==> src/hw/rtl/hsl_pkg.sv <==
`default_nettype none
package hsl_pkg;

  localparam int MAX_SIZE = 1024;
  localparam int SIZE_W = 11;
  localparam int X_W = $clog2(MAX_SIZE);
  localparam int ADDR_W = X_W + 1;
  localparam int STORE_DEPTH = 2 * MAX_SIZE;
  localparam int PADDR_W = 4;

  localparam logic [PADDR_W-3:0] REG_FRAME_SIZE = 2'd0;
  localparam logic [PADDR_W-3:0] REG_SLOPE_GAIN = 2'd1;
  localparam logic [PADDR_W-3:0] REG_MIN_BRIGHT = 2'd2;

  localparam logic [SIZE_W-1:0] FRAME_SIZE_RST = 11'd256;
  localparam logic [23:0] SLOPE_GAIN_RST = 24'd4096;
  localparam logic [15:0] MIN_BRIGHT_RST = 16'd13107;

  // 2 * 65535 * 4096
  localparam logic [39:0] K2 = 40'd536862720;
  localparam logic [15:0] ONE_Q15 = 16'd32768;

  typedef enum logic [3:0] {
    DP_NOP,
    DP_MUL_A,
    DP_MUL_B,
    DP_NORM,
    DP_SQ_A,
    DP_SQ_B,
    DP_SQ_K,
    DP_SQRT_INIT,
    DP_SQRT_STEP,
    DP_DIV_INIT,
    DP_DIV_STEP,
    DP_NMUL,
    DP_LIT
  } dp_op_t;

  typedef struct packed {
    dp_op_t op;
    logic   ld_in;
    logic   ld_l;
    logic   ld_r;
    logic   ld_d;
    logic   ld_u_mem;
    logic   ld_u_in;
    logic   d_from_u;
    logic   last;
  } hsl_cmd_t;

  typedef struct packed {
    logic out_full;
  } hsl_stat_t;

endpackage
`default_nettype wire

==> src/hw/rtl/hsl_dp.sv <==
`default_nettype none
module hsl_dp
  import hsl_pkg::*;
(
  input  wire logic        clk,
  input  wire logic        rst_n,
  input  wire hsl_cmd_t    cmd,
  output hsl_stat_t        stat,
  input  wire logic [15:0] in_height,
  input  wire logic [15:0] ram_rdata,
  output logic      [15:0] height,
  input  wire logic [23:0] slope_gain,
  input  wire logic [15:0] min_bright,
  output logic             out_valid,
  input  wire logic        out_ready,
  output logic      [15:0] out_lighting,
  output logic             out_last
);

  logic [15:0] h_r, hl_r, hr_r, hd_r, hu_r;
  logic [39:0] a_r, b_r;
  logic [30:0] as_r, bs_r, ks_r;
  logic [63:0] acc_r, v_r, res_r, bit_r;
  logic [33:0] rem_r;
  logic [30:0] dsh_r, q_r;
  logic [45:0] n_r;
  logic        out_valid_r, last_r;
  logic [15:0] lit_r;

  logic [31:0] mx_a, mx_b;
  logic [63:0] prod;
  logic [15:0] dx, dz, mv, span;
  logic [39:0] mx;
  logic [3:0]  sh;
  logic [39:0] a_sh, b_sh, k_sh;
  logic [63:0] trial;
  logic [33:0] t;
  logic [30:0] ny;
  logic [46:0] s;
  logic [16:0] lit;
  logic [15:0] lit_c;

  assign dx = (hr_r >= hl_r) ? hr_r - hl_r : hl_r - hr_r;
  assign dz = (hu_r >= hd_r) ? hu_r - hd_r : hd_r - hu_r;
  assign mv = (min_bright > ONE_Q15) ? ONE_Q15 : min_bright;
  assign span = ONE_Q15 - mv;
  assign ny = (q_r > 31'(1 << 30)) ? 31'(1 << 30) : q_r;

  always_comb begin
    case (cmd.op)
      DP_MUL_A: begin
        mx_a = {16'd0, dx};
        mx_b = {8'd0, slope_gain};
      end
      DP_MUL_B: begin
        mx_a = {16'd0, dz};
        mx_b = {8'd0, slope_gain};
      end
      DP_SQ_A: begin
        mx_a = {1'b0, as_r};
        mx_b = {1'b0, as_r};
      end
      DP_SQ_B: begin
        mx_a = {1'b0, bs_r};
        mx_b = {1'b0, bs_r};
      end
      DP_SQ_K: begin
        mx_a = {1'b0, ks_r};
        mx_b = {1'b0, ks_r};
      end
      DP_NMUL: begin
        mx_a = {1'b0, 31'(1 << 30) - ny};
        mx_b = {16'd0, span};
      end
      default: begin
        mx_a = '0;
        mx_b = '0;
      end
    endcase
  end

  assign prod = mx_a * mx_b;

  always_comb begin
    mx = K2;
    if (a_r > mx) mx = a_r;
    if (b_r > mx) mx = b_r;
    sh = '0;
    for (int i = 1; i <= 9; i++) begin
      if (mx[30+i]) sh = 4'(i);
    end
    a_sh = a_r >> sh;
    b_sh = b_r >> sh;
    k_sh = K2 >> sh;
  end

  assign trial = res_r + bit_r;
  assign t = {rem_r[32:0], dsh_r[30]};
  assign s = 47'((64'd1 << 45) + (64'd1 << 29)) - {1'b0, n_r};
  assign lit = s[46:30];

  always_comb begin
    if (lit < {1'b0, mv}) begin
      lit_c = mv;
    end else if (lit > {1'b0, ONE_Q15}) begin
      lit_c = ONE_Q15;
    end else begin
      lit_c = lit[15:0];
    end
  end

  always_ff @(posedge clk) begin
    if (cmd.ld_in) h_r <= in_height;
    if (cmd.ld_l) hl_r <= ram_rdata;
    if (cmd.ld_r) hr_r <= ram_rdata;
    if (cmd.ld_d) hd_r <= ram_rdata;
    if (cmd.ld_u_mem) hu_r <= ram_rdata;
    if (cmd.ld_u_in) hu_r <= h_r;
    if (cmd.d_from_u) hd_r <= hu_r;
    case (cmd.op)
      DP_MUL_A: a_r <= prod[39:0];
      DP_MUL_B: b_r <= prod[39:0];
      DP_NORM: begin
        as_r <= a_sh[30:0];
        bs_r <= b_sh[30:0];
        ks_r <= k_sh[30:0];
      end
      DP_SQ_A: acc_r <= prod;
      DP_SQ_B, DP_SQ_K: acc_r <= acc_r + prod;
      DP_SQRT_INIT: begin
        v_r <= acc_r;
        res_r <= '0;
        bit_r <= 64'd1 << 62;
      end
      DP_SQRT_STEP: begin
        if (v_r >= trial) begin
          v_r <= v_r - trial;
          res_r <= (res_r >> 1) + bit_r;
        end else begin
          res_r <= res_r >> 1;
        end
        bit_r <= bit_r >> 2;
      end
      DP_DIV_INIT: begin
        rem_r <= {4'd0, ks_r[30:1]};
        dsh_r <= {ks_r[0], 30'd0};
        q_r <= '0;
      end
      DP_DIV_STEP: begin
        if (t >= res_r[33:0]) begin
          rem_r <= t - res_r[33:0];
          q_r <= {q_r[29:0], 1'b1};
        end else begin
          rem_r <= t;
          q_r <= {q_r[29:0], 1'b0};
        end
        dsh_r <= {dsh_r[29:0], 1'b0};
      end
      DP_NMUL: n_r <= prod[45:0];
      default: begin
      end
    endcase
    if (cmd.op == DP_LIT && !stat.out_full) begin
      lit_r <= lit_c;
      last_r <= cmd.last;
    end
  end

  always_ff @(posedge clk) begin
    if (!rst_n) begin
      out_valid_r <= 1'b0;
    end else if (cmd.op == DP_LIT && !stat.out_full) begin
      out_valid_r <= 1'b1;
    end else if (out_ready) begin
      out_valid_r <= 1'b0;
    end
  end

  assign stat.out_full = out_valid_r && !out_ready;
  assign height = h_r;
  assign out_valid = out_valid_r;
  assign out_lighting = lit_r;
  assign out_last = last_r;

endmodule
`default_nettype wire

==> config.mk <==
export PLATFORM = sky130hd
export DESIGN_NAME = hsl_dp
export DESIGN_NICKNAME = d
export VERILOG_FILES = /design/src/hw/rtl/hsl_pkg.sv /design/src/hw/rtl/hsl_dp.sv
export SDC_FILE = /design/constraint.sdc
export NUM_CORES = 2
export LEC_CHECK = 0
export BUFFER_PORTS_ARGS = -buffer_cell sky130_fd_sc_hd__buf_2
export CAP_MARGIN = 20
export CORE_ASPECT_RATIO = 1.5
export CORE_MARGIN = 2
export CORE_UTILIZATION = 45
export CTS_CLUSTER_DIAMETER = 200
export DETAILED_ROUTE_END_ITERATION = 16
export PLACE_DENSITY = 0.68
export SETUP_SLACK_MARGIN = 0.15
export SYNTH_ARGS = -nofsm -noshare
export SYNTH_HDL_FRONTEND = slang
export SYNTH_SLANG_ARGS = --single-unit
==> constraint.sdc <==
create_clock -name clk -period 15.99 [get_ports clk]
set_input_delay 1.599 -clock clk [delete_from_list [all_inputs] [get_ports clk]]
set_output_delay 1.599 -clock clk [all_outputs]
set_load 0.01 [all_outputs]
## Yosys cells after proc, flatten, opt, wreduce, memory -nomap -nowiden

Index checks and enable logic that the tools add are counted.

- Add/sub/neg operators: 12
- Multiply operators: 1
- Divide/modulo/power cells: 0
- Magnitude comparators: 10
- Eq/ne operators: 13
- Shift-type cells: 3
- Multiplexer cells: 36
- Bitwise operators: 0
- Reductions and logical operators: 13

Operator list:

| cell | count |
|---|---|
| 64-bit case mux with 2 select lines | 4 |
| 31-bit case mux with 6 select lines | 1 |
| 31-bit case mux with 5 select lines | 1 |
| 16-bit two-way mux | 9 |
| 64-bit adder | 2 |
| 64-bit two-way mux | 2 |
| 31-bit case mux with 2 select lines | 2 |
| 40-bit two-way mux | 2 |
| 40-bit by 4-bit >> shifter with 31-bit output | 2 |
| 33-bit case mux with 2 select lines | 1 |
| 63-bit by 64-bit adder with 64-bit output | 1 |
| 64-bit greater-or-equal comparator | 1 |
| 32-bit by 32-bit multiplier with 64-bit output | 1 |
| 16-bit subtractor | 4 |
| 64-bit subtractor | 1 |
| 46-bit by 46-bit subtractor with 47-bit output (first input constant) | 1 |
| 40-bit by 29-bit > comparator with 1-bit output (second input constant) | 1 |
| 40-bit > comparator | 1 |
| 34-bit greater-or-equal comparator | 1 |
| 33-bit two-way mux | 1 |
| 33-bit subtractor | 1 |
| 16-bit greater-or-equal comparator | 2 |
| 4-bit two-way mux | 8 |
| 31-bit > comparator (second input constant) | 1 |
| other kinds (18) | 37 |

- Bits in registers: 668
- Latch bits: 0
- Memory bits (writable): 0
- Memory bits (read-only): 0
- Input port bits: 87
- Output and inout port bits: 35
- Logic and storage cells: 109
- Memories kept: 0

## Depth between registers and ports, before layout

- Depth after elaboration: 14
- Gate-level depth with buffers: 58
- Mapped depth without buffers: 54

## Worst setup path before layout

Ideal clock, no wire load.

- Kind: input to register
- Start point: input cmd[11] (netlist name)
- End point: register acc_r[58], data pin
- Setup time: 0.256 ns
- Arrival: 12.990 ns
- Data required time: 15.734 ns
- Setup slack: 2.745 ns
- Stages: 44
- Path buffers: 5
- Cell sequence: nor2b_1 clkbuf_1 nand3_1 clkinv_1 clkbuf_1 a221o_1 clkbuf_1 nand2_1 fa_1 inv_1 fa_1 inv_1 fa_1 inv_1 fa_1 fa_1 fa_1 fa_1 (+8 left out) o21ai_0 o211ai_1 nand2b_1 a31o_2 a21oi_1 xnor2_1 ha_1 clkbuf_1 a21o_1 or3_1 o22ai_1 o31ai_1 a2111oi_1 o21ai_1 a21o_1 a21oi_1 o311ai_0 a31o_2

- Longest elaborated chain between the ends: 6
- Elaborated cells between the ends (all ways): 13
- Classes of those cells: 1 x add/sub; 1 x mul; 6 x eq/ne; 3 x mux; 2 x reduce/logical

Ends and longest elaborated chain:

| what | RTL line | RTL |
|---|---|---|
| from (decl) | hsl_dp.sv:7 | `input wire hsl_cmd_t cmd,` |
| 4-bit by 2-bit == test with 1-bit output or 4-bit by 1-bit == test with 1-bit output (tied branches) | hsl_dp.sv:50 | `case (cmd.op)` |
| 2-bit OR reduction (no line) | -- |  |
| 31-bit case mux with 5 select lines | hsl_dp.sv:50 |  |
| 32-bit by 32-bit multiplier with 64-bit output (*) | hsl_dp.sv:82 | `assign prod = mx_a * mx_b;` |
| via prod[37] | hsl_dp.sv:31 | `logic [63:0] prod;` |
| 64-bit adder (*) | hsl_dp.sv:129 | `DP_SQ_B, DP_SQ_K: acc_r <= acc_r + prod;` |
| 64-bit case mux with 2 select lines (*) | hsl_dp.sv:120 | `case (cmd.op)` |
| to (signal assigned) | hsl_dp.sv:128 | `DP_SQ_A: acc_r <= prod;` |
| to (signal assigned) | hsl_dp.sv:129 |  |
| to (decl) | hsl_dp.sv:23 | `logic [63:0] acc_r, v_r, res_r, bit_r;` |

Mark *: on every way through the listed nets, which the timed path passes. The rest lies on a longest branch.
A chain may end at the register's enable or synchronous reset.

## Worst setup path in the final report

- Start point: register q_r[15]
- End point: register acc_r[58], data pin

- Longest elaborated chain between the ends: 7

Ends and longest elaborated chain:

| what | RTL line | RTL |
|---|---|---|
| from (decl) | hsl_dp.sv:25 | `logic [30:0] dsh_r, q_r;` |
| from (signal assigned) | hsl_dp.sv:152 | `q_r <= {q_r[29:0], 1'b1};` |
| from (signal assigned) | hsl_dp.sv:155 | `q_r <= {q_r[29:0], 1'b0};` |
| 31-bit > comparator | hsl_dp.sv:47 | `assign ny = (q_r > 31'(1 << 30)) ? 31'(1 << 30) : q_r;` |
| 31-bit two-way mux (*) | hsl_dp.sv:47 |  |
| 31-bit subtractor (*) | hsl_dp.sv:72 | `mx_a = {1'b0, 31'(1 << 30) - ny};` |
| 31-bit case mux with 6 select lines (*) | hsl_dp.sv:50 |  |
| 32-bit by 32-bit multiplier with 64-bit output (*) | hsl_dp.sv:82 |  |
| via prod[21] | hsl_dp.sv:31 |  |
| 64-bit adder (*) | hsl_dp.sv:129 |  |
| 64-bit case mux with 2 select lines (*) | hsl_dp.sv:120 |  |

Marked as above.

==> run metrics <==
synth unique cells 114; max incr delay on CP 0.74 ns; min-delay src acc_r[40]; cell count after synthesis 8500; RSZ-0062 raised after global routing no; leakage dissipation 37.0 nW; TritonCTS clock tree yes; maximum clock skew at final layout 0.0860 ns; register bit total from synthesis 603; Max Freq 67.2 MHz; number of nets in the layout 10000; post-route setup TNS 0 ns; # placed instances 10600; HPWL Detailed 221 mm; global route total overflow 0; initial core utilization 0.454; fraction of final layout cells sized beyond drive strength 1 0.0747; Max Fanout on Critical Path 25; post-route ant nets 0; number of iterations in the first detailed-routing pass 9; yosys warns 0; number of standard-cell rows in the floorplan 185; VDD IR-drop max 0.000106 V; Crit Reg-Reg Startpoint q_r[15]; WP data arrival 15.30 ns; category of the most critical setup path flip-flop to flip-flop; max-capacitance violation count 0; share of the clock period used by the worst path 0.930; via density per instance 5.98; Die Y-Extent 510 µm; Critical Path Most Common Cell sky130_fd_sc_hd__fa_1; total via count after detailed routing 64400; Core ar. 169000 µm²; ratio of total power to cell area 92.2 nW/µm²; area used by sequential logic in the layout 18100 µm²; total CTS buffers 70; shortest clock period the worst path allows after layout 14.87 ns; number of global-route vias before repair 66000; Post-CTS Setup Repair Bufs 0; run status finished, final reports clean; Setup-failing EPs final 0; worst-skew pair later-pin latency 0.74 ns; count of H-tree levels built during CTS 3; total number of clock tree sinks 603; post-synthesis to final-layout area growth 7.55%; asr flop ratio synth 0; Total Wirelength 275 mm; WL per Instance 25.5 µm; pin count of the biggest net entering global routing 87; Post-Layout Cell Count 10800; global-route wire length before repair 408 mm; library cell contributing the largest single delay on the critical path sky130_fd_sc_hd__xnor2_1; clock input transition at the sequential cells of the worst setup and hold paths 0.07 ns; number of hold violations in the final report 0; Total Die Area 174000 µm²; Routability Congestion 1.04; multi-input gate area in the final layout 52900 µm²; IO Port Bufs 121; post-synth design cell area 76900 µm²; kind of capture point of the worst setup path flip-flop; top-level I/O count 122; sequential share of the synthesized area 0.235; Max Buffers Root-to-Sink 3; die extent in x 341 µm; DRT iter0 DRCs 5780; total track usage 0.314; antenna violations before repair 10; CP startpoint q_r[15]; leading register cell type out of synthesis sky130_fd_sc_hd__edfxtp_1; Worst Tran Pin Value 1.21 ns; master cell of the clock root buffer sky130_fd_sc_hd__clkbuf_16; EDFF count, synth 602; Slew Viols, Final 0; Mean Syn Cell Area 9.04 µm²; kind of launch point of the worst setup path flip-flop; class of the worst hold path flip-flop to flip-flop; critical path required time 16.42 ns; worst relative slew slack 0.188; Filler Cell Count 16100; DRC errors left 0
-- power breakdown --
part	switching (mW)	total [mW]	internal (mW)
Combinational	2.48	3.85	1.37
Sequential	0.0963	2.08	1.98
Clock	0.745	1.69	0.949
Total	3.32	7.62	4.30
-- path summary, 6_finish.rpt --
| check | end | slack, ns | cells past startpoint |
|---|---|---|---|
| max | acc_r[58] | 1.12 | 45 |
| min | v_r[40] | 0.55 | 2 |
| min reg2reg | v_r[40] | 0.55 | 2 |
| max reg2reg | acc_r[58] | 1.12 | 45 |
-- layer usage --
| metal | up-vias | part of all wire | GRT usage |
|---|---|---|---|
| met2 | 2944 | 0.47 | 0.532 |
| met4 | 6 | 0.093 | 0.238 |
| met1 | 31700 | 0.36 | 0.357 |
| met3 | 904 | 0.076 | 0.0488 |
| li1 | 28800 | - | - |
| met5 | - | 0.00015 | 0 |
-- area by class of cell --
class	instances	area share
Multi-Input combinational cell	6309	0.640
Sequential cell	603	0.219
Inverter	1178	0.0536
Tap cell	2244	0.0340
Timing Repair Buffer	305	0.0244
Clock buffer	76	0.0215
Clock inverter	52	0.00742
Antenna cell	7	0.000212
-- worst max-delay path, delay by kind of cell, from the launching register on --
| family | cells | cell delay, ns |
|---|---|---|
| adder cells (fa/ha/maj) | 11 | 5.13 |
| buffers and inverters | 5 | 0.44 |
| XOR/XNOR | 2 | 0.92 |
| AND/OR/NAND/NOR | 9 | 1.89 |
| flip-flops | 1 | 0.50 |
| AO/OA/AOI/OAI | 18 | 5.69 |
-- stage by stage --
step	utilization	instance area, µm²	hold slack (ns)	setup slack, ns	power (mW)
2_1_floorplan	-	76900	0.517	2.74	4.65
3_3_place_gp	0.473	80200	0.545	1.18	5.83
3_5_place_dp	0.473	80200	0.563	1.12	5.86
4_1_cts	0.487	82600	0.536	1.44	7.58
5_1_grt	0.488	82600	0.578	0.258	8.06
6_report	0.488	82700	0.545	1.12	7.62
-- state kept, by name (all words and copies together) (netlist names), 28 cells and up --
register / flops
n_r: 46
a_r: 40
q_r: 31
ks_r: 28
bit_r: 32
bs_r: 31
b_r: 40
acc_r: 64
as_r: 31
v_r: 64
rem_r: 33
res_r: 64
-- kinds of logic after synthesis --
logic type      Yosys count  share of synthesized area
mux                     160                     0.0220
flops                   603                      0.235
compound gates         1842                      0.158
fa+ha+maj              1459                      0.320
simple gates           2488                      0.144
buf+inv                1596                     0.0805
other cells               2                  0.0000977
xor+xnor                350                     0.0399
-- layout by cell type, fill, tap and decap left out, types with 31 or more instances in the layout --
cell                        netlist  routed
sky130_fd_sc_hd__o21ai_1         30      31
sky130_fd_sc_hd__inv_1         1173    1171
sky130_fd_sc_hd__a211oi_1        53      52
sky130_fd_sc_hd__o21ai_0        421     415
sky130_fd_sc_hd__o2111ai_1       61      61
sky130_fd_sc_hd__buf_4           11     179
sky130_fd_sc_hd__nor3_1          78      75
sky130_fd_sc_hd__a31oi_1         99      97
sky130_fd_sc_hd__ha_1           613     613
sky130_fd_sc_hd__nand2_1       1062    1061
sky130_fd_sc_hd__mux2i_1         89      88
sky130_fd_sc_hd__and3_1         103     102
sky130_fd_sc_hd__nand3_1        130     128
sky130_fd_sc_hd__and2_1          55      55
sky130_fd_sc_hd__a21o_1         176     176
sky130_fd_sc_hd__xnor2_1        191     190
sky130_fd_sc_hd__o21bai_1        73      73
sky130_fd_sc_hd__buf_2           71     121
sky130_fd_sc_hd__nand2b_1        53      53
sky130_fd_sc_hd__o221ai_1        59      58
sky130_fd_sc_hd__nor2b_1         50      47
sky130_fd_sc_hd__xor2_1         159     159
sky130_fd_sc_hd__a21oi_1        428     423
sky130_fd_sc_hd__nor2_1         718     716
sky130_fd_sc_hd__mux2_2          71      71
sky130_fd_sc_hd__nand4_1         79      79
sky130_fd_sc_hd__or3_1           36      36
sky130_fd_sc_hd__o21a_1          34      34
sky130_fd_sc_hd__fa_1           846     846
sky130_fd_sc_hd__o211ai_1       148     148
sky130_fd_sc_hd__edfxtp_1       602     602
sky130_fd_sc_hd__clkbuf_16        0      70
-- repair_timing --
action / CTS / global route
resized for setup: 0 / 1
hold buffers: 0 / 0
hold endpoints to repair: 0 / 0
endpoints found under the setup margin: 0 / 1
-- Yosys cell counts (55+ instances only) --
| cell type | instances | share of area |
|---|---|---|
| sky130_fd_sc_hd__inv_1 | 1173 | 0.057 |
| sky130_fd_sc_hd__nand2_1 | 1062 | 0.052 |
| sky130_fd_sc_hd__fa_1 | 846 | 0.22 |
| sky130_fd_sc_hd__nor2_1 | 718 | 0.035 |
| sky130_fd_sc_hd__ha_1 | 613 | 0.10 |
| sky130_fd_sc_hd__edfxtp_1 | 602 | 0.24 |
| sky130_fd_sc_hd__a21oi_1 | 428 | 0.028 |
| sky130_fd_sc_hd__o21ai_0 | 421 | 0.027 |
| sky130_fd_sc_hd__clkbuf_1 | 299 | 0.015 |
| sky130_fd_sc_hd__xnor2_1 | 191 | 0.022 |
| sky130_fd_sc_hd__a21o_1 | 176 | 0.017 |
| sky130_fd_sc_hd__xor2_1 | 159 | 0.018 |
| sky130_fd_sc_hd__o211ai_1 | 148 | 0.014 |
| sky130_fd_sc_hd__nand3_1 | 130 | 0.0085 |
| sky130_fd_sc_hd__and3_1 | 103 | 0.0084 |
| sky130_fd_sc_hd__a31oi_1 | 99 | 0.0081 |
| sky130_fd_sc_hd__mux2i_1 | 89 | 0.012 |
| sky130_fd_sc_hd__nand4_1 | 79 | 0.0064 |
| sky130_fd_sc_hd__nor3_1 | 78 | 0.0051 |
| sky130_fd_sc_hd__o21bai_1 | 73 | 0.0071 |
| sky130_fd_sc_hd__buf_2 | 71 | 0.0046 |
| sky130_fd_sc_hd__mux2_2 | 71 | 0.010 |
| sky130_fd_sc_hd__o2111ai_1 | 61 | 0.0070 |
| sky130_fd_sc_hd__o221ai_1 | 59 | 0.0067 |
| sky130_fd_sc_hd__and2_1 | 55 | 0.0045 |
Note: power is estimated with default switching activity, not from simulation.
