==> src/hw/rtl/hsl_pkg.sv <==
`default_nettype none
package hsl_pkg;

  localparam int MAX_SIZE = 1024;
  localparam int SIZE_W = 11;
  localparam int X_W = $clog2(MAX_SIZE);
  localparam int ADDR_W = X_W + 1;
  localparam int STORE_DEPTH = 2 * MAX_SIZE;
  localparam int PADDR_W = 4;

  localparam logic [PADDR_W-3:0] REG_FRAME_SIZE = 2'd0;
  localparam logic [PADDR_W-3:0] REG_SLOPE_GAIN = 2'd1;
  localparam logic [PADDR_W-3:0] REG_MIN_BRIGHT = 2'd2;

  localparam logic [SIZE_W-1:0] FRAME_SIZE_RST = 11'd256;
  localparam logic [23:0] SLOPE_GAIN_RST = 24'd4096;
  localparam logic [15:0] MIN_BRIGHT_RST = 16'd13107;

  // 2 * 65535 * 4096
  localparam logic [39:0] K2 = 40'd536862720;
  localparam logic [15:0] ONE_Q15 = 16'd32768;

  typedef enum logic [3:0] {
    DP_NOP,
    DP_MUL_A,
    DP_MUL_B,
    DP_NORM,
    DP_SQ_A,
    DP_SQ_B,
    DP_SQ_K,
    DP_SQRT_INIT,
    DP_SQRT_STEP,
    DP_DIV_INIT,
    DP_DIV_STEP,
    DP_NMUL,
    DP_LIT
  } dp_op_t;

  typedef struct packed {
    dp_op_t op;
    logic   ld_in;
    logic   ld_l;
    logic   ld_r;
    logic   ld_d;
    logic   ld_u_mem;
    logic   ld_u_in;
    logic   d_from_u;
    logic   last;
  } hsl_cmd_t;

  typedef struct packed {
    logic out_full;
  } hsl_stat_t;

endpackage
`default_nettype wire

==> src/hw/rtl/hsl_ctrl.sv <==
`default_nettype none
module hsl_ctrl
  import hsl_pkg::*;
(
  input  wire logic              clk,
  input  wire logic              rst_n,
  input  wire logic              in_valid,
  output logic                   in_ready,
  input  wire logic              in_opcode,
  input  wire logic [SIZE_W-1:0] frame_size,
  input  wire logic              size_wr,
  input  wire hsl_stat_t         stat,
  output hsl_cmd_t               cmd,
  output logic                   ram_we,
  output logic      [ADDR_W-1:0] ram_waddr,
  output logic      [ADDR_W-1:0] ram_raddr
);

  typedef enum logic [4:0] {
    S_IDLE, S_WR, S_RD0, S_RD1, S_RD2, S_RD3, S_RD4,
    S_MUL_A, S_MUL_B, S_NORM, S_SQ_A, S_SQ_B, S_SQ_K,
    S_SQRT_I, S_SQRT, S_DIV_I, S_DIV, S_NMUL, S_LIT
  } state_t;

  state_t            state_r;
  logic [SIZE_W-1:0] col_r, row_r, fl_r;
  logic [ADDR_W-1:0] addr_l_r, addr_r_r, addr_d_r, addr_u_r, addr_w_r;
  logic              flush_r, last_r, one_row_r;
  logic [4:0]        step_r;

  logic [SIZE_W-1:0] size;
  logic [SIZE_W-1:0] x, r, p, xl, xr, x1;
  logic              accept;

  always_comb begin
    if (frame_size == '0) begin
      size = SIZE_W'(1);
    end else if (frame_size > SIZE_W'(MAX_SIZE)) begin
      size = SIZE_W'(MAX_SIZE);
    end else begin
      size = frame_size;
    end
  end

  assign accept = in_valid && in_ready;
  assign in_ready = (state_r == S_IDLE);

  always_comb begin
    x = in_opcode ? fl_r : col_r;
    r = in_opcode ? size - SIZE_W'(1) : row_r;
    p = r - SIZE_W'(1);
    x1 = x + SIZE_W'(1);
    xl = (x == '0) ? '0 : x - SIZE_W'(1);
    xr = (x1 >= size) ? size - SIZE_W'(1) : x1;
  end

  always_ff @(posedge clk) begin
    if (!rst_n) begin
      state_r <= S_IDLE;
      col_r <= '0;
      row_r <= '0;
      fl_r <= '0;
      step_r <= '0;
      flush_r <= 1'b0;
      last_r <= 1'b0;
      one_row_r <= 1'b0;
    end else begin
      case (state_r)
        S_IDLE: begin
          if (size_wr) begin
            col_r <= '0;
            row_r <= '0;
            fl_r <= '0;
          end else if (accept) begin
            flush_r <= in_opcode;
            one_row_r <= (size == SIZE_W'(1));
            if (!in_opcode) begin
              if (row_r < size) begin
                last_r <= 1'b0;
                addr_l_r <= {p[0], xl[X_W-1:0]};
                addr_r_r <= {p[0], xr[X_W-1:0]};
                addr_d_r <= (r >= SIZE_W'(2)) ? {r[0], x[X_W-1:0]} : {p[0], x[X_W-1:0]};
                addr_w_r <= {r[0], x[X_W-1:0]};
                if (x1 >= size) begin
                  col_r <= '0;
                  row_r <= r + SIZE_W'(1);
                end else begin
                  col_r <= x1;
                end
                state_r <= (r >= SIZE_W'(1)) ? S_RD0 : S_WR;
              end
            end else if (row_r >= size && fl_r < size) begin
              addr_l_r <= {r[0], xl[X_W-1:0]};
              addr_r_r <= {r[0], xr[X_W-1:0]};
              addr_u_r <= {r[0], x[X_W-1:0]};
              addr_d_r <= {p[0], x[X_W-1:0]};
              if (x1 >= size) begin
                last_r <= 1'b1;
                col_r <= '0;
                row_r <= '0;
                fl_r <= '0;
              end else begin
                last_r <= 1'b0;
                fl_r <= x1;
              end
              state_r <= S_RD0;
            end
          end
        end
        S_WR: state_r <= S_IDLE;
        S_RD0: state_r <= S_RD1;
        S_RD1: state_r <= S_RD2;
        S_RD2: state_r <= S_RD3;
        S_RD3: state_r <= flush_r ? S_RD4 : S_MUL_A;
        S_RD4: state_r <= S_MUL_A;
        S_MUL_A: state_r <= S_MUL_B;
        S_MUL_B: state_r <= S_NORM;
        S_NORM: state_r <= S_SQ_A;
        S_SQ_A: state_r <= S_SQ_B;
        S_SQ_B: state_r <= S_SQ_K;
        S_SQ_K: state_r <= S_SQRT_I;
        S_SQRT_I: begin
          step_r <= '0;
          state_r <= S_SQRT;
        end
        S_SQRT: begin
          step_r <= step_r + 5'd1;
          if (step_r == 5'd31) begin
            state_r <= S_DIV_I;
          end
        end
        S_DIV_I: begin
          step_r <= '0;
          state_r <= S_DIV;
        end
        S_DIV: begin
          step_r <= step_r + 5'd1;
          if (step_r == 5'd30) begin
            state_r <= S_NMUL;
          end
        end
        S_NMUL: state_r <= S_LIT;
        S_LIT: begin
          if (!stat.out_full) begin
            state_r <= S_IDLE;
          end
        end
        default: state_r <= S_IDLE;
      endcase
    end
  end

  always_comb begin
    cmd = '0;
    cmd.op = DP_NOP;
    cmd.last = last_r;
    cmd.ld_in = accept;
    ram_we = 1'b0;
    ram_waddr = addr_w_r;
    ram_raddr = addr_l_r;
    case (state_r)
      S_WR: ram_we = 1'b1;
      S_RD0: ram_raddr = addr_l_r;
      S_RD1: begin
        ram_raddr = addr_r_r;
        cmd.ld_l = 1'b1;
      end
      S_RD2: begin
        ram_raddr = flush_r ? addr_u_r : addr_d_r;
        cmd.ld_r = 1'b1;
      end
      S_RD3: begin
        ram_raddr = addr_d_r;
        if (flush_r) begin
          cmd.ld_u_mem = 1'b1;
        end else begin
          cmd.ld_d = 1'b1;
          cmd.ld_u_in = 1'b1;
          ram_we = 1'b1;
        end
      end
      S_RD4: begin
        if (one_row_r) begin
          cmd.d_from_u = 1'b1;
        end else begin
          cmd.ld_d = 1'b1;
        end
      end
      S_MUL_A: cmd.op = DP_MUL_A;
      S_MUL_B: cmd.op = DP_MUL_B;
      S_NORM: cmd.op = DP_NORM;
      S_SQ_A: cmd.op = DP_SQ_A;
      S_SQ_B: cmd.op = DP_SQ_B;
      S_SQ_K: cmd.op = DP_SQ_K;
      S_SQRT_I: cmd.op = DP_SQRT_INIT;
      S_SQRT: cmd.op = DP_SQRT_STEP;
      S_DIV_I: cmd.op = DP_DIV_INIT;
      S_DIV: cmd.op = DP_DIV_STEP;
      S_NMUL: cmd.op = DP_NMUL;
      S_LIT: cmd.op = DP_LIT;
      default: cmd.op = DP_NOP;
    endcase
  end

endmodule
`default_nettype wire

==> config.mk <==
export PLATFORM = sky130hd
export DESIGN_NAME = hsl_ctrl
export DESIGN_NICKNAME = d
export VERILOG_FILES = /design/src/hw/rtl/hsl_pkg.sv /design/src/hw/rtl/hsl_ctrl.sv
export SDC_FILE = /design/constraint.sdc
export NUM_CORES = 1
export LEC_CHECK = 0
export BUFFER_PORTS_ARGS = -buffer_cell sky130_fd_sc_hd__buf_2
export CORE_ASPECT_RATIO = 1.4
export CORE_MARGIN = 3
export CORE_UTILIZATION = 55
export DETAILED_ROUTE_END_ITERATION = 7
export GPL_TIMING_DRIVEN = 1
export MAX_ROUTING_LAYER = met4
export PLACE_DENSITY_LB_ADDON = 0.08
export SETUP_SLACK_MARGIN = 0.2
export SKIP_CTS_REPAIR_TIMING = 1
export SKIP_LAST_GASP = 1
export SLEW_MARGIN = 20
export SYNTH_ARGS = -nofsm -noshare
export SYNTH_HDL_FRONTEND = slang
export SYNTH_SLANG_ARGS = --single-unit
==> constraint.sdc <==
create_clock -name clk -period 4 [get_ports clk]
set_clock_uncertainty 0.1 [all_clocks]
set_input_delay 0.8 -clock clk [delete_from_list [all_inputs] [get_ports clk]]
set_output_delay 0.8 -clock clk [all_outputs]
set_load 0.05 [all_outputs]
# Yosys cells after proc, flatten, opt, wreduce, memory -nomap -nowiden
# Index checks and enable logic that the tools add are counted.
dict set report totals {
  output_inout_bits 36
  elab_cells 143
  in_bits 17
  regBits 101
}
dict set report classes {
  reduce_logical 23
  n_addsub 6
  n_eq_ne 31
  magnitude_cmp 7
  mux 61
  bitwise_logic 2
}
# op count
set op_table {}
lappend op_table {{$mux W11} 31}
lappend op_table {{$pmux W5 S18} 1}
lappend op_table {{$pmux W4 S12} 1}
lappend op_table {{$eq A5 B4 Y1 const B} 8}
lappend op_table {{$mux W5} 8}
lappend op_table {{$pmux W11 S3} 1}
lappend op_table {{$eq A5 B5 Y1 const B} 5}
lappend op_table {{$add A11 B1 Y11 const B} 2}
lappend op_table {{$ge A11 B11 Y1} 2}
lappend op_table {{$logic_not A11 Y1} 2}
lappend op_table {{$lt A11 B11 Y1} 2}
lappend op_table {{$eq A5 B3 Y1 const B} 4}
lappend op_table {{$mux W10} 2}
lappend op_table {{$reduce_and A6 Y1} 3}
lappend op_table {{$reduce_and A5 Y1} 3}
lappend op_table {{$mux W1} 12}
lappend op_table {{$reduce_bool A2 Y1} 6}
lappend op_table {{$eq A11 B1 Y1 const B} 1}
lappend op_table {{$ge A11 B1 Y1 const B} 1}
lappend op_table {{$ge A11 B2 Y1 const B} 1}
lappend op_table {{$gt A11 B11 Y1 const B} 1}
lappend op_table {{$sub A11 B1 Y11 const B} 1}
lappend op_table {{$eq A5 B2 Y1 const B} 2}
lappend op_table {{$pmux W5 S2} 1}
lappend op_table {{18 further kinds} 29}

# Longest topological paths before layout
# Gate-level depths: netlist of the first run.
dict set report depth {
  ltp_word 12
  mapped_depth 16
  ltp_nobuf 15
}

# Least setup slack after synthesis of the first run
# No wires, ideal clock.
dict set report synth_path {
  path_type {input port to flip-flop}
  startpoint {input port in_opcode}
  endpoint {register row_r[1]}
  setup_ns 0.073
  path_stages 16
  slack_ns -0.348
  required_ns 3.827
  t_arrival_ns 4.174
  path_buffers 2
  cell_sequence {buf_4 > mux2i_1 > inv_1 > ha_1 > nand3_1 > nor2_1 > xnor2_1 > ha_1 > or3_1 > a221oi_1 > o21ai_0 > a221oi_2 > inv_1 > clkbuf_1 > a32oi_1 > mux2i_1}
}
dict set report synth_via {
  word_cells_on_any_way 14
  classes_between {add/sub (2); order compare (1); eq/ne (1); mux (7); reduce/logical (3)}
}
# item line_no
set synth_lines {}
lappend synth_lines {{start: declaration} hsl_ctrl.sv:9} ;# input wire logic in_opcode,
lappend synth_lines {{$mux W11} hsl_ctrl.sv:49} ;# x = in_opcode ? fl_r : col_r;
lappend synth_lines {{$add A11 B1 Y11} hsl_ctrl.sv:52} ;# x1 = x + SIZE_W'(1);
lappend synth_lines {{via x1[0]} hsl_ctrl.sv:32} ;# logic [SIZE_W-1:0] x, r, p, xl, xr, x1;
lappend synth_lines {{$ge A11 B11 Y1} {hsl_ctrl.sv:84, hsl_ctrl.sv:97}}
lappend synth_lines {{$reduce_bool A2 Y1 (no line)} -}
lappend synth_lines {{$reduce_and A5 Y1 (no line)} -}
lappend synth_lines {{end signal: assignment} hsl_ctrl.sv:86} ;# row_r <= r + SIZE_W'(1);
lappend synth_lines {{end: declaration} hsl_ctrl.sv:26} ;# logic [SIZE_W-1:0] col_r, row_r, fl_r;
# The timed path passes the listed nets, and every way through them passes these cells. The select of a mux whose other input is x is not followed.
# A chain may end at the register's enable or synchronous reset.

# Final worst setup path of the first run
dict set report layout_path {
  startpoint {input port in_opcode}
  endpoint {register row_r[8]}
}
dict set report layout_via {
  word_cells_on_any_way 14
  classes_between {add/sub (2); order compare (1); eq/ne (1); mux (7); reduce/logical (3)}
}
# item line_no
set layout_lines {}
lappend layout_lines {{$mux W11} hsl_ctrl.sv:49}
lappend layout_lines {{via x[7]} hsl_ctrl.sv:32}
lappend layout_lines {{$add A11 B1 Y11} hsl_ctrl.sv:52}
lappend layout_lines {{$ge A11 B11 Y1} {hsl_ctrl.sv:84, hsl_ctrl.sv:97}}
lappend layout_lines {{$reduce_bool A2 Y1 (no line)} -}
lappend layout_lines {{$reduce_and A5 Y1 (no line)} -}
# The timed path passes the listed nets, and every way through them passes these cells. The select of a mux whose other input is x is not followed.

==> impl_metrics.env, run 1 <==
export IMPL_ioPinCount=53
export IMPL_power_per_cell_area_nw_per_um2=298
export IMPL_worst_pin_slew_ns=0.683
export IMPL_area_of_the_die_sq_um=12600
export IMPL_synth_top_flop_cell="edfxtp_1"
export IMPL_grt_pass1_wl_um=28000
export IMPL_post_route_cells_drive_above_1_share_pct=27.3
export IMPL_finalHoldViolCount=0
export IMPL_yosys_area_top_type="edfxtp_1"
export IMPL_hpwl_um=13800
export IMPL_netlist_cell_type_count=75
export IMPL_ys_warn_count=0
export IMPL_nFillCells=883
export IMPL_period_share_pct=91.5
export IMPL_number_of_buffers_added_by_the_clock_tree_synthesis_step=9
export IMPL_flow_area_growth_from_synthesis_pct=24.8
export IMPL_design_final_nets=845
export IMPL_yosysMostFrequentCell="nand2_1"
export IMPL_via_count=5566
export IMPL_final_period_minus_worst_setup_slack_ns=3.66
export IMPL_core_area_sq_um=10900
export IMPL_maxClockFrequency_mhz=273
export IMPL_htree_levels=3
export IMPL_critical_path_peak_fanout=8
export IMPL_clock_tree_root_cell="clkbuf_16"
export IMPL_max_slew_margin_rel_pct=54.5
export IMPL_chipHeight_um=132
export IMPL_status="complete, no violations"
export IMPL_multi_input_comb_area_sq_um=3540
export IMPL_initial_core_util_pct=56.7
export IMPL_crit_path_end_kind="flop"
export IMPL_grt_pass1_vias=5385
export IMPL_die_x_um=95.7
export IMPL_grt_antenna_before_repair=0
export IMPL_setup_violations=0
export IMPL_diodes=0
export IMPL_cts_tree="yes"
export IMPL_cap_violations=0
export IMPL_min_path_type="reg2reg"
export IMPL_setup_worst_path_start_class="input port"
export IMPL_drt_iter0_drc=357
export IMPL_synth_edff_count=54
export IMPL_holdWs_ns=0.388
export IMPL_postSynthCellCount=653
export IMPL_required_ns=4.16
export IMPL_antenna_violating_nets_post_route=0
export IMPL_post_layout_nonfiller_instances=931
export IMPL_wirelength_um=17800
export IMPL_clock_sinks=100
export IMPL_remaining_design_rule_violation_count=0
export IMPL_latest_clock_arrival_within_the_worst_skew_pair_ns=0.36
export IMPL_post_place_cells=915
export IMPL_ys_top_cells_by_count="nand2_1 (66), nor2_1 (61), edfxtp_1 (54), dfxtp_1 (46), ha_1 (43)"
export IMPL_detail_route_wl_per_cell_um=19.1
export IMPL_gr_usage_all_layers_pct=29.7
export IMPL_worst_endpoint_arrival_ns=3.82
export IMPL_register_bit_total_from_synthesis=100
export IMPL_vias_per_cell=5.98
export IMPL_place_congestion=0.981
export IMPL_avgSynthCellArea_sq_um=9.48
export IMPL_ys_seq_area_share_pct=41.1
export IMPL_pin_count_of_the_biggest_net_entering_global_routing=28
export IMPL_cts_reportedPaths_clkPinSlew_ns=0.08
export IMPL_timing_max_transition_violations_final=0
export IMPL_leakagePower_nw=3.30
export IMPL_design_power_total_w=0.00230
export IMPL_mappedNetlistNets=713
export IMPL_clk_path_buf_depth=2
export IMPL_mappedNetlistArea_sq_um=6190
export IMPL_postSynth_asyncResetShare_pct=0
export IMPL_placement_rows=45
export IMPL_synth_top_area_share_pct=26.2
export IMPL_rsz_0062_raised_after_global_routing="no"
export IMPL_synth_area_top_cells="edfxtp_1 (26%), dfxtp_1 (15%), ha_1 (8.7%)"
export IMPL_port_buffers=52
export IMPL_drt_first_pass_iters=7
export IMPL_ff_latch_area_sq_um=2540
export IMPL_total_grt_overflow=0
export IMPL_irDropWorstVdd_mv=0.225
export IMPL_timing_setup_critical_path_class="in2reg"
path summary, 6_finish.rpt:
check,start,endpoint,slack (ns),depth (start not counted)
max,in_opcode,row_r[8],0.34,17
min,col_r[9],col_r[9],0.39,1
max reg2reg,fl_r[1],row_r[8],0.62,17
min reg2reg,col_r[9],col_r[9],0.39,1
per-stage QoR:
stage | setup TNS, ns | setup slack [ns] | cell area (sq um) | util, %
floorplan | 0 | 0.145 | 6340 | -
global placement | -2.29 | -0.111 | 7390 | 67.7
detailed placement | -6.13 | -0.208 | 7390 | 67.7
CTS | 0 | 0.120 | 7690 | 70.4
global route | 0 | 0.201 | 7730 | 70.7
finish | 0 | 0.342 | 7730 | 70.7
kinds of logic (layout without fill, tap and decap cells):
| group | count (synthesis) | in the layout | share of synthesized area, % |
|---|---|---|---|
| flops | 100 | 100 | 41.1 |
| buf+inv | 54 | 191 | 4.06 |
| xor+xnor | 22 | 22 | 3.11 |
| compound gates | 151 | 151 | 16.7 |
| mux | 42 | 42 | 6.95 |
| fa+ha+maj | 43 | 43 | 8.69 |
| simple gates | 241 | 241 | 19.5 |
power breakdown:
part | switching (W) | leakage, nW | internal [W] | total (W)
clock network | 0.000440 | 0.145 | 0.000444 | 0.000884
logic | 0.000191 | 2.24 | 0.000133 | 0.000324
registers | 0.00000752 | 0.914 | 0.00109 | 0.00109
critical path, stage by stage:
cell	delay [ns]
buf_6	0.16
buf_4	0.21
mux2_2	0.36
nand2_1	0.10
nor2_2	0.07
xnor2_2	0.17
ha_2	0.21
or3_1	0.35
a221oi_2	0.18
o21ai_1	0.11
a221oi_2	0.27
buf_4	0.20
o21ai_0	0.12
o21ai_1	0.15
buf_4	0.17
o21ai_0	0.09
o31ai_1	0.09
routing by layer:
layer / routed length, um / global-route usage, %
met5: 0 / -
met4: 750 / 13.8
met3: 823 / 3.72
met2: 9010 / 48.1
met1: 7220 / 36.2
cell type report:
type	instances	area share, %
Sequential cell	100	32.9
Timing Repair Buffer	152	14.0
Clock inverter	7	0.972
Multi-Input combinational cell	499	45.8
Inverter	23	1.12
Clock buffer	9	2.91
Tap cell	141	2.28
state kept, by name, summed over array words and instances (netlist names), 10 cells and up:
| signal | flops |
|---|---|
| col_r | 11 |
| ram_waddr | 11 |
| addr_l_r | 10 |
| addr_u_r | 11 |
| addr_r_r | 11 |
| fl_r | 11 |
| row_r | 11 |
| addr_d_r | 11 |
layout by cell type (no fill, tap or decap), types with 4 or more instances in the layout:
| cell type | n |
|---|---|
| a211oi_1 | 9 |
| a21o_1 | 5 |
| a21oi_1 | 32 |
| a221o_1 | 4 |
| a22o_1 | 12 |
| a31oi_1 | 7 |
| a41oi_1 | 5 |
| and2_1 | 5 |
| and3_1 | 6 |
| buf_12 | 5 |
| buf_2 | 51 |
| buf_4 | 95 |
| clkbuf_16 | 9 |
| dfxtp_1 | 46 |
| edfxtp_1 | 54 |
| ha_1 | 41 |
| inv_1 | 20 |
| mux2_2 | 6 |
| mux2i_1 | 29 |
| mux2i_4 | 4 |
| nand2_1 | 66 |
| nand2b_1 | 16 |
| nand3_1 | 14 |
| nand4_1 | 6 |
| nor2_1 | 59 |
| nor2b_1 | 11 |
| nor3_1 | 10 |
| nor4_1 | 5 |
| nor4_2 | 4 |
| o21a_1 | 4 |
| o21ai_0 | 35 |
| o31ai_1 | 6 |
| or3_1 | 9 |
| xnor2_1 | 17 |
| xor2_1 | 4 |
Power figures use the tool's default switching activity.
==> run 2: changes to the inputs <==
--- a/config.mk
+++ b/config.mk
@@ -7,7 +7,7 @@
 export LEC_CHECK = 0
 export BUFFER_PORTS_ARGS = -buffer_cell sky130_fd_sc_hd__buf_2
 export CORE_ASPECT_RATIO = 1.4
-export CORE_MARGIN = 3
+export CORE_MARGIN = 1
 export CORE_UTILIZATION = 55
 export DETAILED_ROUTE_END_ITERATION = 7
 export GPL_TIMING_DRIVEN = 1
==> impl_metrics.env, run 2 (synthesis gave the netlist of run 1 again) <==
export IMPL_status="complete, no violations"
export IMPL_latest_clock_arrival_within_the_worst_skew_pair_ns=0.35
export IMPL_post_layout_nonfiller_instances=921
export IMPL_initial_core_util_pct=56.7
export IMPL_hold_path_endpoint="col_r[9]"
export IMPL_htree_levels=3
export IMPL_r2r_worst_path_cells=17
export IMPL_p_switching_w=0.000601
export IMPL_hpwl_um=13200
export IMPL_hold_path_cell_count=1
export IMPL_remaining_design_rule_violation_count=0
export IMPL_number_of_buffers_added_by_the_clock_tree_synthesis_step=9
export IMPL_nFillCells=906
export IMPL_share_seq_of_total_power_pct=47.4
export IMPL_grt_pass1_vias=5317
export IMPL_clock_sinks=100
export IMPL_combinationalPowerShare_pct=13.6
export IMPL_via_count=5473
export IMPL_clk_path_buf_depth=2
export IMPL_maxClockFrequency_mhz=274
export IMPL_wirelength_um=17400
export IMPL_power_per_cell_area_nw_per_um2=301
export IMPL_chipHeight_um=128
export IMPL_crit_path_end_kind="flop"
export IMPL_layout_commonest_cell="buf_4"
export IMPL_period_share_pct=91.2
export IMPL_clockPowerShare_pct=39.0
export IMPL_min_path_type="reg2reg"
export IMPL_port_buffers=52
export IMPL_post_route_cells_drive_above_1_share_pct=27.4
export IMPL_grt_antenna_before_repair=0
export IMPL_grt_pass1_wl_um=26900
export IMPL_switching_share_pct=26.0
export IMPL_diodes=0
export IMPL_post_place_cells=897
export IMPL_antenna_violating_nets_post_route=0
export IMPL_finalHoldViolCount=0
export IMPL_place_ws_ns=-0.191
export IMPL_postLayoutCoreUtil_pct=70.3
export IMPL_gr_usage_all_layers_pct=30.9
export IMPL_multi_input_comb_area_sq_um=3590
export IMPL_setup_worst_path_start_class="input port"
export IMPL_required_ns=4.18
export IMPL_detail_route_wl_per_cell_um=18.9
export IMPL_worst_hold_startpoint="col_r[9]"
export IMPL_critical_path_peak_fanout=7
export IMPL_worst_endpoint_arrival_ns=3.83
export IMPL_clock_tree_root_cell="clkbuf_16"
export IMPL_design_final_nets=835
export IMPL_drt_first_pass_iters=5
export IMPL_ioPinCount=53
export IMPL_max_slew_margin_rel_pct=53.9
export IMPL_timing_setup_critical_path_class="in2reg"
export IMPL_worst_pin_slew_ns=0.692
export IMPL_layout_setup_ws_ns=0.351
export IMPL_p_int_w=0.00171
export IMPL_setup_violations=0
export IMPL_placement_cell_area_sq_um=7220
export IMPL_flow_area_growth_from_synthesis_pct=24.1
export IMPL_irDropWorstVdd_mv=0.238
export IMPL_core_area_sq_um=10900
export IMPL_timing_max_transition_violations_final=0
export IMPL_ff_latch_area_sq_um=2540
export IMPL_pin_count_of_the_biggest_net_entering_global_routing=33
export IMPL_setup_tns_ns=0
export IMPL_vias_per_cell=5.94
export IMPL_rsz_0062_raised_after_global_routing="no"
export IMPL_total_grt_overflow=0
export IMPL_leakagePower_nw=3.27
export IMPL_drt_iter0_drc=273
export IMPL_r2r_setup_slk_ns=0.60
export IMPL_area_of_the_die_sq_um=11700
export IMPL_cts_tree="yes"
export IMPL_cts_reportedPaths_clkPinSlew_ns=0.07
export IMPL_die_x_um=91.7
export IMPL_final_period_minus_worst_setup_slack_ns=3.65
export IMPL_place_congestion=0.959
export IMPL_placement_rows=45
export IMPL_r2r_start="fl_r[2]"
export IMPL_rr_endpoint="fl_r[4]"
export IMPL_cap_violations=0
export IMPL_most_common_layout_cells="buf_4 (83), nand2_1 (65), nor2_1 (57)"
export IMPL_postLayoutCellArea_sq_um=7680
-- run 2: cell count changes in the layout (fill, tap and decap cells not counted), sizes merged --
cell           before  now
clkbuf              9   10
bufinv              0    1
clkdlybuf4s15       0    1
clkinv              2    1
buf               152  140
-- run 2: through the flow --
stage	power (W)	hold slack, ns
6_report	0.00231	0.388
4_1_cts	0.00231	0.386
2_1_floorplan	0.00131	0.345
3_3_place_gp	0.00141	0.361
3_5_place_dp	0.00142	0.363
5_1_grt	0.00239	0.397
-- run 2: per-layer routing --
| metal | GRT usage [%] | share of wire, % | vias up |
|---|---|---|---|
| met2 | 53.4 | 51 | 167 |
| met3 | 4.46 | 4.0 | 39 |
| met1 | 35.8 | 42 | 2612 |
| met4 | 12.7 | 3.5 | 0 |
| met5 | - | 0 | - |
| li1 | - | - | 2655 |
-- run 2: worst max path at each step --
stage / start / endpoint / slack [ns] / cells after the start
CTS: in_opcode / col_r[0] / 0.16 / 16
finish: in_opcode / fl_r[4] / 0.35 / 18
global route: frame_size[6] / fl_r[9] / 0.18 / 17
global placement: in_opcode / col_r[10] / -0.12 / 16
detailed placement: in_opcode / col_r[10] / -0.19 / 17
floorplan: in_opcode / addr_r_r[7] / 0.15 / 15
-- run 2: layout make-up --
class / count / share of cell area (%)
Multi-Input combinational cell: 499 / 46.8
Sequential cell: 100 / 33.1
Timing Repair Buffer: 142 / 12.8
Clock buffer: 9 / 2.93
Tap cell: 141 / 2.30
Inverter: 23 / 1.12
Clock inverter: 7 / 1.06
-- run 2: critical path, stage by stage --
cell and delay [ns]:
buf_8 0.14, mux2i_4 0.30, inv_2 0.08, ha_4 0.17, nand3_2 0.08, nor2_2 0.06
xnor2_2 0.17, ha_2 0.21, or3_1 0.35, a221oi_2 0.18, o21ai_1 0.11, a221oi_2 0.26
inv_1 0.11, buf_4 0.17, nor3_4 0.21, buf_2 0.24, nand2_1 0.08, mux2i_1 0.11
-- run 2: power groups by stage --
stage / Clock (W) / Sequential, W / Combinational, W
after floorplan: 0 / 0.00112 / 0.000188
after global placement: 0 / 0.00112 / 0.000292
after detailed placement: 0 / 0.00112 / 0.000297
after CTS: 0.000916 / 0.00110 / 0.000299
after global routing: 0.000953 / 0.00110 / 0.000341
final: 0.000901 / 0.00110 / 0.000315
==> run 3: changes to the inputs <==
--- a/config.mk
+++ b/config.mk
@@ -8,7 +8,7 @@
 export BUFFER_PORTS_ARGS = -buffer_cell sky130_fd_sc_hd__buf_2
 export CORE_ASPECT_RATIO = 1.4
 export CORE_MARGIN = 1
-export CORE_UTILIZATION = 55
+export CORE_UTILIZATION = 60
 export DETAILED_ROUTE_END_ITERATION = 7
 export GPL_TIMING_DRIVEN = 1
 export MAX_ROUTING_LAYER = met4
==> constraint.sdc (replaced) <==
create_clock -name clk -period 4.3 [get_ports clk]
set_clock_uncertainty 0.1 [all_clocks]
set_input_delay 0.86 -clock clk [delete_from_list [all_inputs] [get_ports clk]]
set_output_delay 0.86 -clock clk [all_outputs]
set_load 0.01 [all_outputs]
==> impl_metrics.env, run 3 (synthesis gave the netlist of run 1 again) <==
export IMPL_worst_endpoint_arrival_ns=4.07
export IMPL_core_area_sq_um=9950
export IMPL_wirelength_um=17800
export IMPL_final_period_minus_worst_setup_slack_ns=4.01
export IMPL_clock_tree_root_cell="clkbuf_16"
export IMPL_cts_tree="yes"
export IMPL_htree_levels=3
export IMPL_most_common_layout_cells="nand2_1 (66), nor2_1 (60), edfxtp_1 (54)"
export IMPL_cap_violations=0
export IMPL_number_of_buffers_added_by_the_clock_tree_synthesis_step=9
export IMPL_rr_endpoint="addr_r_r[3]"
export IMPL_hpwl_um=13500
export IMPL_placement_rows=43
export IMPL_critical_path_peak_fanout=8
export IMPL_holdWs_ns=0.388
export IMPL_power_per_cell_area_nw_per_um2=285
export IMPL_irDropWorstVdd_mv=0.184
export IMPL_latest_clock_arrival_within_the_worst_skew_pair_ns=0.35
export IMPL_r2r_worst_path_cells=15
export IMPL_clockPowerShare_pct=38.4
export IMPL_postLayoutCellArea_sq_um=7300
export IMPL_via_count=5496
export IMPL_hold_path_cell_count=1
export IMPL_p_switching_w=0.000544
export IMPL_nFillCells=684
export IMPL_placement_cell_area_sq_um=6950
export IMPL_crit_chain="clkbuf_4, mux2i_2, inv_1, ha_1, nand3_1, nor2_1, xnor2_1, ha_1, or3_1, a221oi_1, o21ai_1, a221oi_2, buf_4, clkinvlp_4, buf_4, a41oi_1"
export IMPL_port_buffers=52
export IMPL_timing_max_transition_violations_final=0
export IMPL_setup_violations=0
export IMPL_flow_area_growth_from_synthesis_pct=17.9
export IMPL_timing_setup_critical_path_class="in2reg"
export IMPL_layout_setup_ws_ns=0.291
export IMPL_clock_sinks=100
export IMPL_vias_per_cell=6.24
export IMPL_drt_first_pass_iters=5
export IMPL_layout_commonest_cell="nand2_1"
export IMPL_design_power_total_w=0.00208
export IMPL_antenna_violating_nets_post_route=0
export IMPL_gr_usage_all_layers_pct=35.3
export IMPL_place_ws_ns=-0.0907
export IMPL_grt_antenna_before_repair=0
export IMPL_crit_path_max_incr_delay_ns=0.35
export IMPL_grt_pass1_wl_um=27300
export IMPL_rsz_0062_raised_after_global_routing="no"
export IMPL_max_slew_margin_rel_pct=54.3
export IMPL_r2r_start="fl_r[1]"
export IMPL_finalHoldViolCount=0
export IMPL_share_seq_of_total_power_pct=49.0
export IMPL_ioPinCount=53
export IMPL_maxClockFrequency_mhz=249
export IMPL_worst_pin_slew_ns=0.683
export IMPL_total_grt_overflow=0
export IMPL_switching_share_pct=26.2
export IMPL_worst_path_max_delay_cell="or3_1"
export IMPL_min_path_type="reg2reg"
export IMPL_pin_count_of_the_biggest_net_entering_global_routing=30
export IMPL_status="complete, no violations"
export IMPL_clk_path_buf_depth=2
export IMPL_p_int_w=0.00153
export IMPL_combinationalPowerShare_pct=12.6
export IMPL_leakagePower_nw=3.06
export IMPL_required_ns=4.36
export IMPL_place_congestion=0.966
export IMPL_period_share_pct=93.2
export IMPL_crit_path_end_kind="flop"
export IMPL_cts_reportedPaths_clkPinSlew_ns=0.07
export IMPL_timing_critical_path_to="addr_r_r[3]"
export IMPL_post_route_cells_drive_above_1_share_pct=21.8
export IMPL_remaining_design_rule_violation_count=0
export IMPL_crit_path_from="in_opcode"
export IMPL_initial_core_util_pct=62.2
export IMPL_die_x_um=87.9
export IMPL_area_of_the_die_sq_um=10700
export IMPL_diodes=0
export IMPL_drt_iter0_drc=386
export IMPL_setup_worst_path_start_class="input port"
export IMPL_chipHeight_um=122
export IMPL_design_final_nets=801
export IMPL_grt_pass1_vias=5250
export IMPL_r2r_setup_slk_ns=0.66
export IMPL_detail_route_wl_per_cell_um=20.2
[run 3: cell types whose count changed in the layout (fill, tap and decap cells not counted), moves of 3 or more]
cell	before	now
buf_4	83	49
nor4_1	5	8
mux2i_4	5	2
nor4_2	4	1
nor2_1	57	60
ha_1	40	43
mux2i_2	0	4
nor2_2	5	2
[run 3: area by class of cell]
class	count	area, sq um	share of cell area [%]
repair buffers	107	737	10.1
multi-input cells	499	3460	47.4
repair inverters	1	5.00	0.0685
clock inverters	6	55.1	0.754
clock buffers	10	239	3.27
inverters	23	90.1	1.23
flip-flops and latches	100	2540	34.8
well taps	135	169	2.31
[run 3: how the worst min path moves through the flow]
stage | slack (ns) | end | start
final | 0.39 | col_r[7] | col_r[7]
after detailed placement | 0.36 | col_r[10] | col_r[10]
after global placement | 0.36 | col_r[10] | col_r[10]
after global routing | 0.41 | col_r[10] | col_r[10]
after floorplan | 0.35 | col_r[7] | col_r[7]
after CTS | 0.39 | col_r[10] | col_r[10]
[run 3: power groups by stage]
stage	Sequential (W)	Combinational, W	Clock [W]
final	0.00102	0.000261	0.000798
after global placement	0.00104	0.000246	0
after CTS	0.00102	0.000253	0.000796
after floorplan	0.00104	0.000160	0
after detailed placement	0.00104	0.000251	0
after global routing	0.00102	0.000282	0.000828
[run 3: worst max-delay path: cells and delay by family]
family,cells,cell delay [ns]
compound gates,4,0.89
xor+xnor,1,0.15
fa+ha+maj,2,0.48
buf+inv,5,0.89
mux,1,0.25
simple gates,3,0.54
[run 3: routing by layer]
metal | GRT usage [%] | routed length (um) | up-vias | share of wire [%]
li1 | - | - | 2586 | -
met1 | 39.4 | 6930 | 2620 | 39
met2 | 59.8 | 9050 | 233 | 51
met3 | 4.40 | 902 | 57 | 5.1
met4 | 20.2 | 895 | 0 | 5.0
met5 | - | 0 | - | 0
[run 3: metrics by stage]
stage | setup TNS, ns | instances | util, %
4_1_cts | 0 | 878 | 72.7
3_5_place_dp | -1.06 | 862 | 69.8
2_1_floorplan | 0 | 653 | -
3_3_place_gp | -0.0272 | 862 | 69.8
5_1_grt | 0 | 881 | 73.4
6_report | 0 | 881 | 73.4
